File: src/hdl/sip_pkg.sv
package sip_pkg;

    // control that travels alongside each request through the divider
    typedef struct packed {
        logic valid;
        logic hit;
        logic full;   // u_num equals den, fraction is exactly one
    } t_ctl;

endpackage

File: src/hdl/sip_div.sv
module sip_div #(
    parameter int W = 34,
    parameter int F = 16
) (
    input  logic          i_clk,
    input  logic          i_rst_n,
    input  sip_pkg::t_ctl i_ctl,
    input  logic [W-1:0]  i_rem,
    input  logic [W-1:0]  i_den,
    output sip_pkg::t_ctl o_ctl,
    output logic [F-1:0]  o_quo
);
    import sip_pkg::*;

    // restoring division, one quotient bit per stage; rem <= den on entry for a hit
    t_ctl         s_ctl [F+1];
    wire  [W-1:0] s_rem [F+1];
    wire  [W-1:0] s_den [F+1];
    wire  [F-1:0] s_quo [F+1];

    assign s_ctl[0] = i_ctl;
    assign s_rem[0] = i_rem;
    assign s_den[0] = i_den;
    assign s_quo[0] = '0;

    for (genvar g = 0; g < F; g++) begin : g_stage
        t_ctl         r_ctl;
        logic [W-1:0] r_rem, n_rem;
        logic [W-1:0] r_den;
        logic [F-1:0] r_quo, n_quo;
        logic [W:0]   n_sh, n_diff;
        logic         n_ge;

        always_comb begin
            n_sh   = {s_rem[g], 1'b0};
            n_diff = n_sh - {1'b0, s_den[g]};
            n_ge   = (n_sh >= {1'b0, s_den[g]});
            n_rem  = n_ge ? n_diff[W-1:0] : n_sh[W-1:0];
            n_quo  = {s_quo[g][F-2:0], n_ge};
        end

        always_ff @(posedge i_clk) begin
            if (!i_rst_n) begin
                r_ctl <= '0;
            end else begin
                r_ctl <= s_ctl[g];
            end
        end

        always_ff @(posedge i_clk) begin
            r_rem <= n_rem;
            r_den <= s_den[g];
            r_quo <= n_quo;
        end

        assign s_ctl[g+1] = r_ctl;
        assign s_rem[g+1] = r_rem;
        assign s_den[g+1] = r_den;
        assign s_quo[g+1] = r_quo;
    end

    assign o_ctl = s_ctl[F];
    assign o_quo = s_quo[F];

endmodule

File: config.mk
export PLATFORM = sky130hd
export DESIGN_NAME = sip_div
export DESIGN_NICKNAME = d
export VERILOG_FILES = /design/src/hdl/sip_pkg.sv /design/src/hdl/sip_div.sv
export SDC_FILE = /design/constraint.sdc
export NUM_CORES = 2
export LEC_CHECK = 0
export ABC_CLOCK_PERIOD_IN_PS = 9800
export BUFFER_PORTS_ARGS = -buffer_cell sky130_fd_sc_hd__clkbuf_2
export CORE_MARGIN = 4
export CORE_UTILIZATION = 30
export DETAILED_ROUTE_END_ITERATION = 10
export HOLD_SLACK_MARGIN = 0.03
export REMOVE_ABC_BUFFERS = 1
export SETUP_SLACK_MARGIN = 0.05
export SYNTH_ARGS = -nofsm -noshare
export SYNTH_HDL_FRONTEND = slang
export SYNTH_SLANG_ARGS = --single-unit
File: constraint.sdc
create_clock -name i_clk -period 9.8 [get_ports i_clk]
set_clock_uncertainty 0.1 [all_clocks]
set_input_delay 0.49 -clock i_clk [delete_from_list [all_inputs] [get_ports i_clk]]
set_output_delay 0.49 -clock i_clk [all_outputs]
set_load 0.005 [all_outputs]
; Yosys cells after proc, flatten, opt, wreduce, memory -nomap -nowiden
; Cells that the tools add are included.
[word_totals]
register_bits = 1204
output_inout_bits = 19
[op_classes]
n_addsub = 15
magnitude_cmp = 16
n_mux = 15
[op_table]
columns = cell, count
row1 = 35-bit by 34-bit greater-or-equal comparator with 1-bit output, 16
row2 = 34-bit two-way mux, 15
row3 = 34-bit subtractor, 15

; Logic depth before layout (Yosys ltp)
[depth]
word_depth = 2
mapped_depth = 15
mapped_depth_nobuf = 12

; Worst setup path before layout
; Ideal clock, no wire load.
[synth_path]
path_type = reg-to-reg
from = register g_stage[2].r_den[12]
to = register g_stage[3].r_rem[1]
setup_ns = 0.121
arrival_time_ns = 2.981
t_required_ns = 9.579
slack_ns = 6.598
path_stages_with_launch = 13
path_buffers = 1
path_cell_list = dfxtp_1 -> inv_1 -> ha_1 -> and3_1 -> a221oi_1 -> o21ai_1 -> a2111oi_0 -> nand3_1 -> a41oi_2 -> o21ai_1 -> a31oi_2 -> buf_4 -> mux2_2
[synth_via]
elab_chain_cells = 2
[synth_rtl]
columns = item, line_no
row1 = "start, declared", sip_div.sv:29  ; logic [W-1:0] r_den;
row2 = "start signal, assigned", sip_div.sv:52  ; r_den <= s_den[g];
row3 = 35-bit by 34-bit greater-or-equal comparator with 1-bit output, sip_div.sv:37  ; n_ge = (n_sh >= {1'b0, s_den[g]});
row4 = 34-bit two-way mux, sip_div.sv:38  ; n_rem = n_ge ? n_diff[W-1:0] : n_sh[W-1:0];
row5 = via g_stage[3].n_rem[1], sip_div.sv:28  ; logic [W-1:0] r_rem, n_rem;
row6 = "end signal, assigned", sip_div.sv:51  ; r_rem <= n_rem;
row7 = "end, declared", sip_div.sv:28
; The timed path passes the listed nets, and every way through them passes these cells.
; A chain may end at the register's enable or synchronous reset.

; Worst setup path in the final report
[layout_path]
from = register g_stage[0].r_den[1]
to = register g_stage[1].r_rem[13]
[layout_via]
elab_chain_cells = 2
[layout_rtl]
columns = item, line_no
row1 = "start, declared", sip_div.sv:29
row2 = "start signal, assigned", sip_div.sv:52
row3 = 34-bit subtractor or 35-bit by 34-bit greater-or-equal comparator with 1-bit output (tied branches), "sip_div.sv:36, sip_div.sv:37"
row4 = 34-bit two-way mux *, sip_div.sv:38
row5 = via g_stage[1].n_rem[13], sip_div.sv:28
row6 = "end signal, assigned", sip_div.sv:51
row7 = "end, declared", sip_div.sv:28
; Mark *: on every way through the listed nets, which the timed path passes. The rest lies on a longest branch.

==> implementation parameters <==
Parameter                              Value

Place
  Global placement routability congestion ... 0.973
  HPWL reported at the end of detailed placement ... 104,000 um
  Number of I/O port buffers ... 91

Critical path
  Source of the critical timing path ... g_stage[0].r_den[1]
  Biggest fanout along the worst timing path ... 48
  Crit Path Category ... flop to flop
  Arrival time of the worst setup path ... 4.80 ns
  Element type at the critical path start ... flop
  Origin of the critical flop-to-flop path ... g_stage[0].r_den[1]
  Crit. End Element ... flop
  Required time of the critical path ... 10.32 ns

Clock tree
  Root cell of the clock tree ... sky130_fd_sc_hd__clkbuf_16
  Sink count of the clock tree ... 1,204
  Total of hold buffers inserted after clock tree synthesis ... 70
  Total clock buffers created by CTS ... 136
  Maximum number of buffers from clock root to sink ... 3
  Insertion delay to the later sink of the worst-skew pair ... 0.76 ns
  Clock tree from TritonCTS ... yes
  Clock slew seen by the registers of the worst setup and hold paths ... 0.06 ns
  Post-CTS Setup Inserts ... 0
  Max H-tree Level ... 4
  Post-cts resize count ... 0

Die
  Effective utilization at floorplan ... 30.2%
  Top Ports ... 92
  Row count ... 161
  Horizontal die dimension ... 449 um
  Die Area ... 202,000 um2
  Area of the placeable core ... 193,000 um2
  Die boundary height ... 449 um

Pwr
  PD cells ... 366 nW/um2
  Lkg Pwr ... 30.8 nW
  Net switching share of the total power ... 38.8%
  P_int ... 0.0150 W
  Switching power ... 0.00951 W
  Portion of total power attributed to sequential cells ... 29.7%
  Maximum vdd drop ... 0.190 mV
  Share of power burned in combinational logic ... 49.1%
  Share of power burned in the clock network ... 21.2%

Cells and area
  Fill cells ... 19.5k
  Share of post-route cells with drive strength above 1 ... 8.06%
  Area delta synth->final ... 14.6%
  Sequential Area ... 24,100 um2
  Area occupied by multi-input gates ... 31,300 um2
  Utilization after layout ... 34.7%
  Final net count ... 7,248

Synth
  Number of warnings reported in the yosys synthesis log ... 0
  Combined area of all synthesized cells ... 58,400 um2
  Sequential fraction of the synthesis area ... 41.3%
  Average size of a mapped cell ... 9.04 um2
  Synth unique cells ... 90
  Gate count of the mapped netlist ... 6,462
  Flip-flop and latch count after synthesis ... 1,204
  Most used flip-flop cell after synthesis ... sky130_fd_sc_hd__dfxtp_1
  Number of enable-type register cells in the synthesized netlist ... 0
  Ys async rst share ... 0%

STA
  Measured slew at the worst slew-check pin ... 1.08 ns
  Number of setup violations in the final report ... 0
  Final setup TNS ... 0 ns
  Min cycle time layout ... 4.28 ns
  Number of hold-slack violations in the final timing report ... 0
  FMAX ... 234 MHz
  Final Max Slew Viols ... 0
  Relative slew margins ... 28.2%
  RSZ-0062 raised after global routing ... false
  Ratio of final minimum period to clock period ... 43.7%

Hold path
  Worst Min Path Start ... g_stage[12].r_quo[11]
  Type of the worst min-delay path ... flop to flop

Detailed routing
  Vias per cell ... 4.77
  Antenna viol nets, final ... 0
  Total DRC errors in the routed layout ... 0
  DR iter-0 viols ... 2,312
  Average detailed-routed wire length per instance ... 14.5 um
  Via total after detailed routing ... 44.2k
  Pre-Repair DR Iteration Count ... 6
  Final Routed Wirelength ... 134,000 um

GRT
  Antenna violations before repair ... 0
  Remaining global-route overflow ... 0
  All-Layer GR Usage ... 12.8%
  Pin count of the biggest net entering global routing ... 68
  First-pass GRT wire length ... 217,000 um
  Via count of the first global-routing pass ... 43.9k

Status
  Outcome ... complete, no violations

Flow run
  # Max-Cap Violations ... 0
[cell families after synthesis]
logic type               share of synthesized area [%]
multiplexers                                      3.43
AND/OR/NAND/NOR                                   12.0
flip-flops                                        41.3
XOR/XNOR                                          6.81
adder cells (fa/ha/maj)                           12.1
buffers and inverters                             5.41
AO/OA/AOI/OAI                                     18.9
[worst paths after layout]
path                            slack, ns               endpoint  cells after the start
worst max-delay path                 5.52   g_stage[1].r_rem[13]                     11
worst min-delay path                 0.21  g_stage[13].r_quo[12]                      0
worst max register to register       5.52   g_stage[1].r_rem[13]                     11
worst min register to register       0.21  g_stage[13].r_quo[12]                      0
[worst max-delay path: stages, from the launching register on]
cell                      delay, ns
sky130_fd_sc_hd__dfxtp_1       0.35
sky130_fd_sc_hd__inv_1         0.08
sky130_fd_sc_hd__ha_1          0.29
sky130_fd_sc_hd__nor2b_1       0.16
sky130_fd_sc_hd__o31a_1        0.30
sky130_fd_sc_hd__o21ai_0       0.42
sky130_fd_sc_hd__o21ai_1       0.27
sky130_fd_sc_hd__a31oi_1       0.43
sky130_fd_sc_hd__o31a_1        0.26
sky130_fd_sc_hd__or3b_1        0.14
sky130_fd_sc_hd__nand3_2       0.75
sky130_fd_sc_hd__mux2_2        0.60
[sequential cells by signal, summed over array words and instances, names as in the netlist]
register       cells
g_stage.r_den    510
g_stage.r_rem    510
g_stage.r_quo    120
g_stage.r_ctl     45
o_quo             16
o_ctl              3
[through the flow]
stage / total power [W] / area [um2] / hold slack, ns / cells / worst slack [ns]
after floorplan: 0.0166 / 57700 / 0.210 / 6299 / 2.82
after global routing: 0.0264 / 67000 / 0.220 / 9247 / 5.19
after CTS: 0.0247 / 67000 / 0.210 / 9247 / 5.52
final: 0.0245 / 67000 / 0.215 / 9248 / 5.52
after global placement: 0.0191 / 61600 / 0.211 / 8935 / 5.67
after detailed placement: 0.0193 / 61600 / 0.212 / 8935 / 5.56
[cell type report]
type / instances / area share (%)
inverter: 651 / 3.65
sequential: 1204 / 36.0
clock buffer: 206 / 6.25
clock inverter: 36 / 0.759
multi-input combinational: 4444 / 46.7
tap: 2526 / 4.72
antenna: 1 / 0.00374
timing repair buffer: 180 / 1.94
[routing by layer]
metal	up-vias	routed length (um)	GRT usage [%]
met3	369	4630	2.11
li1	22700	-	-
met2	948	65100	23.2
met4	0	6640	6.46
met1	20200	57600	14.5
met5	-	0	0
[cell usage after synthesis (all sizes together), types with 11 or more instances]
cell type  instances  share of area (%)
o211ai            21               0.27
a21oi            638                5.5
nor3b             11               0.14
a21o             311                4.0
mux2             170                3.3
xor2             174                2.6
o22ai             11               0.12
o21a              52               0.67
o21ai            390                3.3
xnor2            280                4.2
buf               56               0.54
dfxtp           1204                 41
nand3            107               0.92
fa                15               0.51
inv              651                4.2
nor4              21               0.22
nand2b            56               0.60
a21boi            20               0.26
a221oi            18               0.27
o41ai             11               0.16
or2               12               0.13
nand4             87               0.93
clkbuf           107               0.69
a31oi             51               0.56
nor2             440                2.8
and4              17               0.25
o31ai             34               0.44
nor3              61               0.52
o21bai            69               0.89
a211oi            36               0.50
a211o             14               0.21
and3              55               0.59
a2111oi           15               0.23
a41oi             13               0.21
and2              83               0.89
nor2b             80               0.86
ha               543                 12
or3               19               0.21
nand2            392                2.5
[power by group through the flow]
stage / logic, W / registers (W) / clock network [W]
final: 0.0120 / 0.00729 / 0.00520
after global routing: 0.0134 / 0.00745 / 0.00557
after CTS: 0.0120 / 0.00729 / 0.00539
after detailed placement: 0.0119 / 0.00739 / 0
after global placement: 0.0117 / 0.00740 / 0
after floorplan: 0.00948 / 0.00708 / 0
[cells in the final DEF (no fill, tap or decap), drive strengths merged, types with 34 or more instances in the layout]
cell type / instances
dfxtp: 1204
and3: 55
nor2b: 80
clkbuf: 297
nor2: 440
a31oi: 51
nand3: 107
o21bai: 69
ha: 543
nand2: 392
xnor2: 280
o21ai: 390
a21o: 311
nor3: 61
o31ai: 34
nand2b: 56
and2: 83
a21oi: 638
inv: 655
dlygate4sd3: 70
xor2: 174
a211oi: 36
nand4: 87
o21a: 52
mux2: 170
Power figures use the tool's default switching activity.
